<file path="config.mk">
export PLATFORM = sky130hd
export DESIGN_NAME = palette_nearest_color_finder
export DESIGN_NICKNAME = d
export VERILOG_FILES = /design/src/rtl/core/pnc_pkg.sv /design/src/rtl/core/pnc_dist.sv /design/src/rtl/core/pnc_scan.sv /design/src/rtl/core/palette_nearest_color_finder.sv
export SDC_FILE = /design/constraint.sdc
export NUM_CORES = 1
export LEC_CHECK = 0
export BUFFER_PORTS_ARGS = -buffer_cell sky130_fd_sc_hd__buf_2
export CAP_MARGIN = 20
export CORE_MARGIN = 3
export CORE_UTILIZATION = 31
export DETAILED_ROUTE_END_ITERATION = 7
export PLACE_DENSITY = 0.48
export SYNTH_ARGS = -nofsm -noshare
export SYNTH_HDL_FRONTEND = slang
export SYNTH_HIERARCHICAL = 1
export SYNTH_SLANG_ARGS = --single-unit
</file>
<file path="constraint.sdc">
create_clock -name clk_i -period 10.2 [get_ports clk_i]
set_input_delay 0.51 -clock clk_i [delete_from_list [all_inputs] [get_ports clk_i]]
set_output_delay 0.51 -clock clk_i [all_outputs]
set_load 0.02 [all_outputs]
</file>
<file path="src/rtl/core/pnc_pkg.sv">
// Shared types, constants and helpers for the palette nearest color finder.
// No dependencies; used by every module of the block.
`default_nettype none

package pnc_pkg;

  // Field widths
  localparam int unsigned COMP_W = 6;   // one DAC component
  localparam int unsigned SQ_W   = 12;  // square of a component difference
  localparam int unsigned SUM_W  = 8;   // sum of three components, max 189
  localparam int unsigned DIST_W = 14;  // squared distance, max 11907
  localparam int unsigned IDX_W  = 8;   // reported palette index
  localparam int unsigned CFG_IDX_W = 3;

  // Start values of the running bests at the head of every scan
  localparam logic [IDX_W-1:0]  BRIGHT_START_IDX = 8'd15;
  localparam logic [SUM_W-1:0]  BRIGHT_START_SUM = 8'd0;
  localparam logic [IDX_W-1:0]  DARK_START_IDX   = 8'd0;
  localparam logic [SUM_W-1:0]  DARK_START_SUM   = 8'd189;
  localparam logic [IDX_W-1:0]  MATCH_START_IDX  = 8'd0;
  localparam logic [DIST_W-1:0] DIST_START       = 14'd11907;

  // Target color reset values
  localparam logic [COMP_W-1:0] T1_RED_RST   = 6'd21;
  localparam logic [COMP_W-1:0] T1_GREEN_RST = 6'd21;
  localparam logic [COMP_W-1:0] T1_BLUE_RST  = 6'd63;
  localparam logic [COMP_W-1:0] T2_RED_RST   = 6'd42;
  localparam logic [COMP_W-1:0] T2_GREEN_RST = 6'd42;
  localparam logic [COMP_W-1:0] T2_BLUE_RST  = 6'd42;

  // Configuration register indexes
  typedef enum logic [CFG_IDX_W-1:0] {
    REG_T1_RED   = 3'd0,
    REG_T1_GREEN = 3'd1,
    REG_T1_BLUE  = 3'd2,
    REG_T2_RED   = 3'd3,
    REG_T2_GREEN = 3'd4,
    REG_T2_BLUE  = 3'd5
  } cfg_reg_e;

  // The four indices reported at the end of a scan
  typedef struct packed {
    logic [IDX_W-1:0] bright;
    logic [IDX_W-1:0] dark;
    logic [IDX_W-1:0] first;
    logic [IDX_W-1:0] second;
  } scan_res_t;

  // One target color
  typedef struct packed {
    logic [COMP_W-1:0] red;
    logic [COMP_W-1:0] green;
    logic [COMP_W-1:0] blue;
  } color_t;

  // Square of the absolute difference of two components
  function automatic logic [SQ_W-1:0] sq_diff(input logic [COMP_W-1:0] a,
                                              input logic [COMP_W-1:0] b);
    logic [COMP_W-1:0] d;
    d = (a > b) ? (a - b) : (b - a);
    return SQ_W'(d) * SQ_W'(d);
  endfunction

endpackage

`default_nettype wire

</file>
<file path="src/rtl/core/pnc_dist.sv">
// Squared RGB distance from one palette entry to one target color.
// Depends on pnc_pkg.
`default_nettype none

module pnc_dist
  import pnc_pkg::*;
(
  input  color_t              entry_i,
  input  color_t              target_i,
  output logic [DIST_W-1:0]   dist_o
);

  logic [SQ_W-1:0] sq_red, sq_green, sq_blue;

  // three small squares, then one add tree
  assign sq_red   = sq_diff(entry_i.red,   target_i.red);
  assign sq_green = sq_diff(entry_i.green, target_i.green);
  assign sq_blue  = sq_diff(entry_i.blue,  target_i.blue);

  assign dist_o = DIST_W'(sq_red) + DIST_W'(sq_green) + DIST_W'(sq_blue);

endmodule

`default_nettype wire

</file>
<file path="src/rtl/core/pnc_scan.sv">
// Entry counter and the four running bests of one palette scan.
// Depends on pnc_pkg.
`default_nettype none

module pnc_scan
  import pnc_pkg::*;
#(
  parameter int unsigned PALETTE_ENTRIES = 256
) (
  input  logic              clk_i,
  input  logic              rst_ni,
  input  logic              step_i,    // take the current entry
  input  logic              final_i,   // current entry closes the scan
  input  logic [SUM_W-1:0]  sum_i,
  input  logic [DIST_W-1:0] dist1_i,
  input  logic [DIST_W-1:0] dist2_i,
  output scan_res_t         res_o      // bests including the current entry
);

  localparam int unsigned CNT_W = (PALETTE_ENTRIES > 1) ? $clog2(PALETTE_ENTRIES) : 1;
  localparam logic [CNT_W-1:0] CNT_LAST = CNT_W'(PALETTE_ENTRIES - 1);

  logic [CNT_W-1:0]  cnt_q, cnt_d;
  logic [IDX_W-1:0]  cur_idx;
  logic [IDX_W-1:0]  bright_idx_q, bright_idx_d, dark_idx_q, dark_idx_d;
  logic [SUM_W-1:0]  bright_sum_q, bright_sum_d, dark_sum_q, dark_sum_d;
  logic [IDX_W-1:0]  first_idx_q, first_idx_d, second_idx_q, second_idx_d;
  logic [DIST_W-1:0] first_dist_q, first_dist_d, second_dist_q, second_dist_d;

  assign cur_idx = IDX_W'(cnt_q);

  // strict compares: the earlier entry keeps a tie
  always_comb begin
    bright_idx_d  = bright_idx_q;
    bright_sum_d  = bright_sum_q;
    dark_idx_d    = dark_idx_q;
    dark_sum_d    = dark_sum_q;
    first_idx_d   = first_idx_q;
    first_dist_d  = first_dist_q;
    second_idx_d  = second_idx_q;
    second_dist_d = second_dist_q;
    if (sum_i > bright_sum_q) begin
      bright_idx_d = cur_idx;
      bright_sum_d = sum_i;
    end
    if (sum_i < dark_sum_q) begin
      dark_idx_d = cur_idx;
      dark_sum_d = sum_i;
    end
    if (dist1_i < first_dist_q) begin
      first_idx_d  = cur_idx;
      first_dist_d = dist1_i;
    end
    if (dist2_i < second_dist_q) begin
      second_idx_d  = cur_idx;
      second_dist_d = dist2_i;
    end
  end

  assign res_o = '{bright: bright_idx_d, dark: dark_idx_d,
                   first: first_idx_d, second: second_idx_d};

  // counter wraps after the last palette slot
  assign cnt_d = (cnt_q == CNT_LAST) ? '0 : cnt_q + CNT_W'(1);

  // running state; a final entry restarts the scan
  always_ff @(posedge clk_i or negedge rst_ni) begin
    if (!rst_ni) begin
      cnt_q         <= '0;
      bright_idx_q  <= BRIGHT_START_IDX;
      bright_sum_q  <= BRIGHT_START_SUM;
      dark_idx_q    <= DARK_START_IDX;
      dark_sum_q    <= DARK_START_SUM;
      first_idx_q   <= MATCH_START_IDX;
      first_dist_q  <= DIST_START;
      second_idx_q  <= MATCH_START_IDX;
      second_dist_q <= DIST_START;
    end else if (step_i) begin
      if (final_i) begin
        cnt_q         <= '0;
        bright_idx_q  <= BRIGHT_START_IDX;
        bright_sum_q  <= BRIGHT_START_SUM;
        dark_idx_q    <= DARK_START_IDX;
        dark_sum_q    <= DARK_START_SUM;
        first_idx_q   <= MATCH_START_IDX;
        first_dist_q  <= DIST_START;
        second_idx_q  <= MATCH_START_IDX;
        second_dist_q <= DIST_START;
      end else begin
        cnt_q         <= cnt_d;
        bright_idx_q  <= bright_idx_d;
        bright_sum_q  <= bright_sum_d;
        dark_idx_q    <= dark_idx_d;
        dark_sum_q    <= dark_sum_d;
        first_idx_q   <= first_idx_d;
        first_dist_q  <= first_dist_d;
        second_idx_q  <= second_idx_d;
        second_dist_q <= second_dist_d;
      end
    end
  end

endmodule

`default_nettype wire

</file>
<file path="src/rtl/core/palette_nearest_color_finder.sv">
// Top level of the palette nearest color finder: input register, target
// registers, distance units, scan tracker and result register.
// Depends on pnc_pkg, pnc_dist and pnc_scan.
`default_nettype none

// Palette entries stream in one per cycle; each is numbered by a counter that
// wraps after PALETTE_ENTRIES slots and starts at 0 on every scan. The block
// tracks the brightest and darkest entry and the entries nearest two target
// colors, first entry winning a tie, and on the entry flagged final_entry
// delivers one word with the four indices and starts a new scan. One entry is
// taken every cycle unless the input stalls; the limit is the compare and
// update of the running bests. A final entry's result passes the input
// register and the result register, waiting in the input register while the
// previous result still waits to be taken; only then does the input stall.
// Target colors are to be written through the cfg port only while no scan is
// in flight; the block itself does not enforce this.

module palette_nearest_color_finder
  import pnc_pkg::*;
#(
  parameter int unsigned PALETTE_ENTRIES = 256
) (
  input  logic                 clk_i,
  input  logic                 rst_ni,
  // configuration
  input  logic                 cfg_we_i,
  input  logic [CFG_IDX_W-1:0] cfg_idx_i,
  input  logic [COMP_W-1:0]    cfg_data_i,
  // palette entries
  input  logic                 in_valid_i,
  output logic                 in_ready_o,
  input  logic [COMP_W-1:0]    entry_red_i,
  input  logic [COMP_W-1:0]    entry_green_i,
  input  logic [COMP_W-1:0]    entry_blue_i,
  input  logic                 final_entry_i,
  // scan results
  output logic                 out_valid_o,
  input  logic                 out_ready_i,
  output logic [IDX_W-1:0]     brightest_index_o,
  output logic [IDX_W-1:0]     darkest_index_o,
  output logic [IDX_W-1:0]     first_match_index_o,
  output logic [IDX_W-1:0]     second_match_index_o
);

  color_t            target1_q, target2_q;
  color_t            entry_q;
  logic              s1_valid_q;
  logic              s1_final_q;
  logic              step;
  logic [SUM_W-1:0]  sum;
  logic [DIST_W-1:0] dist1, dist2;
  scan_res_t         scan_res;
  scan_res_t         res_q;
  logic              out_valid_q;

  // target color registers; unknown indexes are dropped
  always_ff @(posedge clk_i or negedge rst_ni) begin
    if (!rst_ni) begin
      target1_q <= '{red: T1_RED_RST, green: T1_GREEN_RST, blue: T1_BLUE_RST};
      target2_q <= '{red: T2_RED_RST, green: T2_GREEN_RST, blue: T2_BLUE_RST};
    end else if (cfg_we_i) begin
      case (cfg_reg_e'(cfg_idx_i))
        REG_T1_RED:   target1_q.red   <= cfg_data_i;
        REG_T1_GREEN: target1_q.green <= cfg_data_i;
        REG_T1_BLUE:  target1_q.blue  <= cfg_data_i;
        REG_T2_RED:   target2_q.red   <= cfg_data_i;
        REG_T2_GREEN: target2_q.green <= cfg_data_i;
        REG_T2_BLUE:  target2_q.blue  <= cfg_data_i;
        default: ;
      endcase
    end
  end

  // the held entry moves on unless it closes a scan and the result slot is busy
  assign step       = s1_valid_q && (!s1_final_q || !out_valid_q || out_ready_i);
  assign in_ready_o = !s1_valid_q || step;

  // input register
  always_ff @(posedge clk_i or negedge rst_ni) begin
    if (!rst_ni) begin
      s1_valid_q <= 1'b0;
    end else if (in_ready_o) begin
      s1_valid_q <= in_valid_i;
    end
  end

  always_ff @(posedge clk_i) begin
    if (in_ready_o && in_valid_i) begin
      entry_q    <= '{red: entry_red_i, green: entry_green_i, blue: entry_blue_i};
      s1_final_q <= final_entry_i;
    end
  end

  // metrics of the held entry
  assign sum = SUM_W'(entry_q.red) + SUM_W'(entry_q.green) + SUM_W'(entry_q.blue);

  pnc_dist u_dist1 (
    .entry_i  (entry_q),
    .target_i (target1_q),
    .dist_o   (dist1)
  );

  pnc_dist u_dist2 (
    .entry_i  (entry_q),
    .target_i (target2_q),
    .dist_o   (dist2)
  );

  pnc_scan #(
    .PALETTE_ENTRIES (PALETTE_ENTRIES)
  ) u_scan (
    .clk_i   (clk_i),
    .rst_ni  (rst_ni),
    .step_i  (step),
    .final_i (s1_final_q),
    .sum_i   (sum),
    .dist1_i (dist1),
    .dist2_i (dist2),
    .res_o   (scan_res)
  );

  // result register
  always_ff @(posedge clk_i or negedge rst_ni) begin
    if (!rst_ni) begin
      out_valid_q <= 1'b0;
    end else if (step && s1_final_q) begin
      out_valid_q <= 1'b1;
    end else if (out_ready_i) begin
      out_valid_q <= 1'b0;
    end
  end

  always_ff @(posedge clk_i) begin
    if (step && s1_final_q) begin
      res_q <= scan_res;
    end
  end

  assign out_valid_o          = out_valid_q;
  assign brightest_index_o    = res_q.bright;
  assign darkest_index_o      = res_q.dark;
  assign first_match_index_o  = res_q.first;
  assign second_match_index_o = res_q.second;

  // a closing entry never passes a pending result
  assert property (@(posedge clk_i) disable iff (!rst_ni)
    s1_valid_q && s1_final_q && out_valid_q && !out_ready_i |-> !step && !in_ready_o)
    else $error("closing entry advanced over a pending result");

  // a new result appears only after a closing entry was taken
  assert property (@(posedge clk_i) disable iff (!rst_ni)
    $rose(out_valid_q) |-> $past(step && s1_final_q))
    else $error("result raised without a closing entry");

  // a pending result that is not taken is not overwritten
  assert property (@(posedge clk_i) disable iff (!rst_ni)
    out_valid_q && !out_ready_i |=> out_valid_q && $stable(res_q))
    else $error("pending result lost or changed");

endmodule

`default_nettype wire

</file>
==> results.json <==
{
  "stdcell_area_mm2": 0.01943,
  "clk_root_buffer_cell": "clkbuf_16",
  "drt_wl_total_um": 41840,
  "worst_slack_ns": 0.5330,
  "core_mm2": 0.05520,
  "postSynthCellCount": 1806,
  "clock_tree_from_tritoncts": "built",
  "clock_tree.htree_level_count": 4,
  "clockBufferDepth": 2,
  "hold_violations": 0,
  "cts_made_buffers": 17,
  "postSynthAreaPerCell_um2": 9.610,
  "clk-insertion-delay-late_ns": 0.45,
  "synth_enable_flop_cells": 51,
  "slew_headroom_pct": 33.54,
  "hold_bufs_inserted_after_cts": 0,
  "drt-initial-drc-count": 698,
  "place.detailed.hpwl_um": 32060,
  "fin_skew_ns": 0.01829,
  "io_buffer_count": 66,
  "layout.nets": 2240,
  "report.final.slew_viol_count": 0,
  "fmaxAchievable_mhz": 103.4,
  "antennaDiodeCount": 0,
  "grt_util_all_layers_pct": 14.28,
  "cp_slowest_stage_delay_ns": 0.55,
  "worstPathArrival_ns": 9.87,
  "worst_ep_required_time_ns": 10.40,
  "ff_latch_area_mm2": 0.004641,
  "synth_async_sr_flop_share_pct": 70.52,
  "grt_antenna_before_repair": 1,
  "synth-warning-count": 6,
  "finalWorstPathRequiredPeriod_ns": 9.667,
  "placement_rows": 86,
  "finalCoreUtilization_pct": 35.21,
  "routed_wire_length_per_instance_um": 15.90,
  "tightestPinTransition_ns": 0.9969,
  "synth.yosys.seq_area_share_pct": 26.74,
  "final-setup-viol-count": 0,
  "clkSlewWorstSetupHoldPaths_ns": 0.08,
  "synthesis.nets": 2175,
  "maximum_number_of_pins_on_one_net_before_global_route_repair": 90,
  "boundaryPins": 67,
  "num_vias": 12490,
  "ys_seq_elements": 173,
  "drt_first_pass_iters": 5,
  "globalplace.congestion": 0.8249,
  "die_area_mm2": 0.05886,
  "grt_pass1_vias": 12820,
  "outcome": "complete, no violations",
  "globalRoute.totalOverflow": 0,
  "place_ws_ns": 0.2142,
  "critical_path.max_fanout": 14,
  "start_kind": "flop",
  "crit_type": "flop to flop",
  "multiInputGateArea_mm2": 0.01128,
  "post_drt_via_cell_ratio": 4.744,
  "crit_path_end_kind": "flop",
  "die_y_um": 242.6,
  "area_growth_synth_to_finish_pct": 11.97,
  "layout-drive-gt1-share_pct": 16.40,
  "synth_cell_area_mm2": 0.01736,
  "grt_first_pass_wirelength_um": 68160,
  "critical-path-slowest-cell": "fa_1",
  "drcViolationCount": 0,
  "max_cap_viols": 0,
  "final.fill_count": 5547,
  "layout_worst_path_cycle_share_pct": 94.77,
  "synthDistinctLibCells": 96,
  "hold_path_class": "primary input to async pin",
  "critical-path-top-cell-by-count": "fa_1",
  "synth_flop_cell": "dfrtp_1",
  "numClockSinks": 173,
  "start_util_pct": 31.44,
  "floorplan.die.width_um": 242.6,
  "placement.cell_area_mm2": 0.01863,
  "residual_antenna_violating_net_count_after_detailed_routing": 0
}
final timing paths:
path | start | to | slack, ns | depth (start not counted)
max | target2_q[6] | second_match_index_o[6] | 0.53 | 35
min | rst_ni | u_scan/first_idx_q[4] | 0.18 | 1
max reg2reg | target2_q[6] | second_match_index_o[6] | 0.53 | 35
min reg2reg | u_scan/dark_sum_q[4] | u_scan/dark_sum_q[4] | 0.48 | 2
max in group asynchronous | rst_ni | target1_q[11] | 8.63 | 2
min in group clk_i | final_entry_i | s1_final_q | 0.24 | 1
metrics by stage:
step	cells	TNS [ns]	hold WS [ns]
global placement	2590	0	0.4656
detailed placement	2591	0	0.4713
floorplan	1806	0	0.2144
CTS	2623	0	0.1981
finish	2632	0	0.1759
global route	2632	-0.2648	0.2254
synth_stat cells, types with 7 or more instances:
library cell | n | share of area [%]
buf_1 | 7 | 0.15
inv_1 | 333 | 7.2
xor2_1 | 26 | 1.3
nand4_1 | 10 | 0.36
o21bai_1 | 12 | 0.52
clkbuf_1 | 38 | 0.82
a311oi_1 | 14 | 0.71
and3_1 | 10 | 0.36
nor3_1 | 20 | 0.58
dfstp_2 | 45 | 6.8
mux2_2 | 51 | 3.3
o21ai_0 | 54 | 1.6
a22o_1 | 9 | 0.45
a31oi_1 | 7 | 0.25
fa_1 | 121 | 14
a21oi_1 | 74 | 2.1
xnor2_1 | 47 | 2.4
nand3_1 | 69 | 2.0
ha_1 | 215 | 15
edfxtp_1 | 51 | 8.8
and2_1 | 12 | 0.43
o221ai_1 | 33 | 1.7
nor2b_1 | 18 | 0.65
nand2_1 | 101 | 2.2
mux2i_1 | 22 | 1.3
nor2_1 | 118 | 2.6
nand2b_1 | 26 | 0.94
a21o_1 | 32 | 1.4
o21a_1 | 7 | 0.30
dfrtp_1 | 77 | 11
o211ai_1 | 13 | 0.56
critical path: cells and delay by family, from the launching register on:
family,cells,cell delay [ns]
flops,1,0.40
buf+inv,6,0.49
compound gates,8,1.59
mux,2,0.71
simple gates,5,1.02
xor+xnor,3,0.49
fa+ha+maj,11,4.74
repair_timing:
item	4_1_cts	5_1_grt
setup buffers	0	7
resized for setup	0	21
endpoints found under the setup margin	0	60
cell families (layout without fill, tap and decap cells):
group	Yosys count	in the layout	share of synthesized area [%]
and+or+nand+nor	427	427	12.30
buffers and inverters	395	473	8.911
adders and majority gates	336	336	29.46
AOI/OAI and AO/OA	319	319	13.43
DFF	173	173	26.74
xor gates and xnor gates	80	80	4.340
muxes	76	76	4.823
final cells by class:
| class | instances | share of cell area [%] |
|---|---|---|
| flip-flops and latches | 173 | 23.88 |
| multi-input cells | 1238 | 58.05 |
| repair buffers | 106 | 3.670 |
| clock inverters | 14 | 0.9078 |
| inverters | 335 | 6.471 |
| clock buffers | 18 | 2.208 |
| well taps | 748 | 4.816 |
registers in the layout (all words and copies together), names as in the netlist, 14 cells and up:
name	count
target1_q	18
u_scan/first_dist_q	14
u_scan/second_dist_q	14
target2_q	18
entry_q	18
per-layer routing:
metal | track usage, % | share of wire [%] | vias to the layer above
li1 | - | - | 6186
met1 | 18.50 | 46 | 6135
met2 | 25.68 | 50 | 142
met3 | 1.502 | 2.2 | 24
met4 | 3.181 | 1.4 | 0
met5 | 0 | 0 | -
cell usage in the layout, fill, tap and decap left out, types with 17 or more instances in the layout:
cell type,Yosys,layout
inv_1,333,333
ha_1,215,212
fa_1,121,121
nor2_1,118,117
nand2_1,101,101
dfrtp_1,77,77
nand3_1,69,69
a21oi_1,74,68
buf_2,6,65
o21ai_0,54,54
mux2_2,51,51
edfxtp_1,51,51
xnor2_1,47,47
dfstp_2,45,45
buf_4,3,36
o221ai_1,33,33
a21o_1,32,32
nand2b_1,26,26
xor2_1,26,25
nor3_1,20,20
clkbuf_16,0,19
mux2i_1,22,18
nor2b_1,18,17
Power is left out: the tool's default activity adds up to more than one toggle a clock period on the data nets, which glitch-free logic cannot reach.
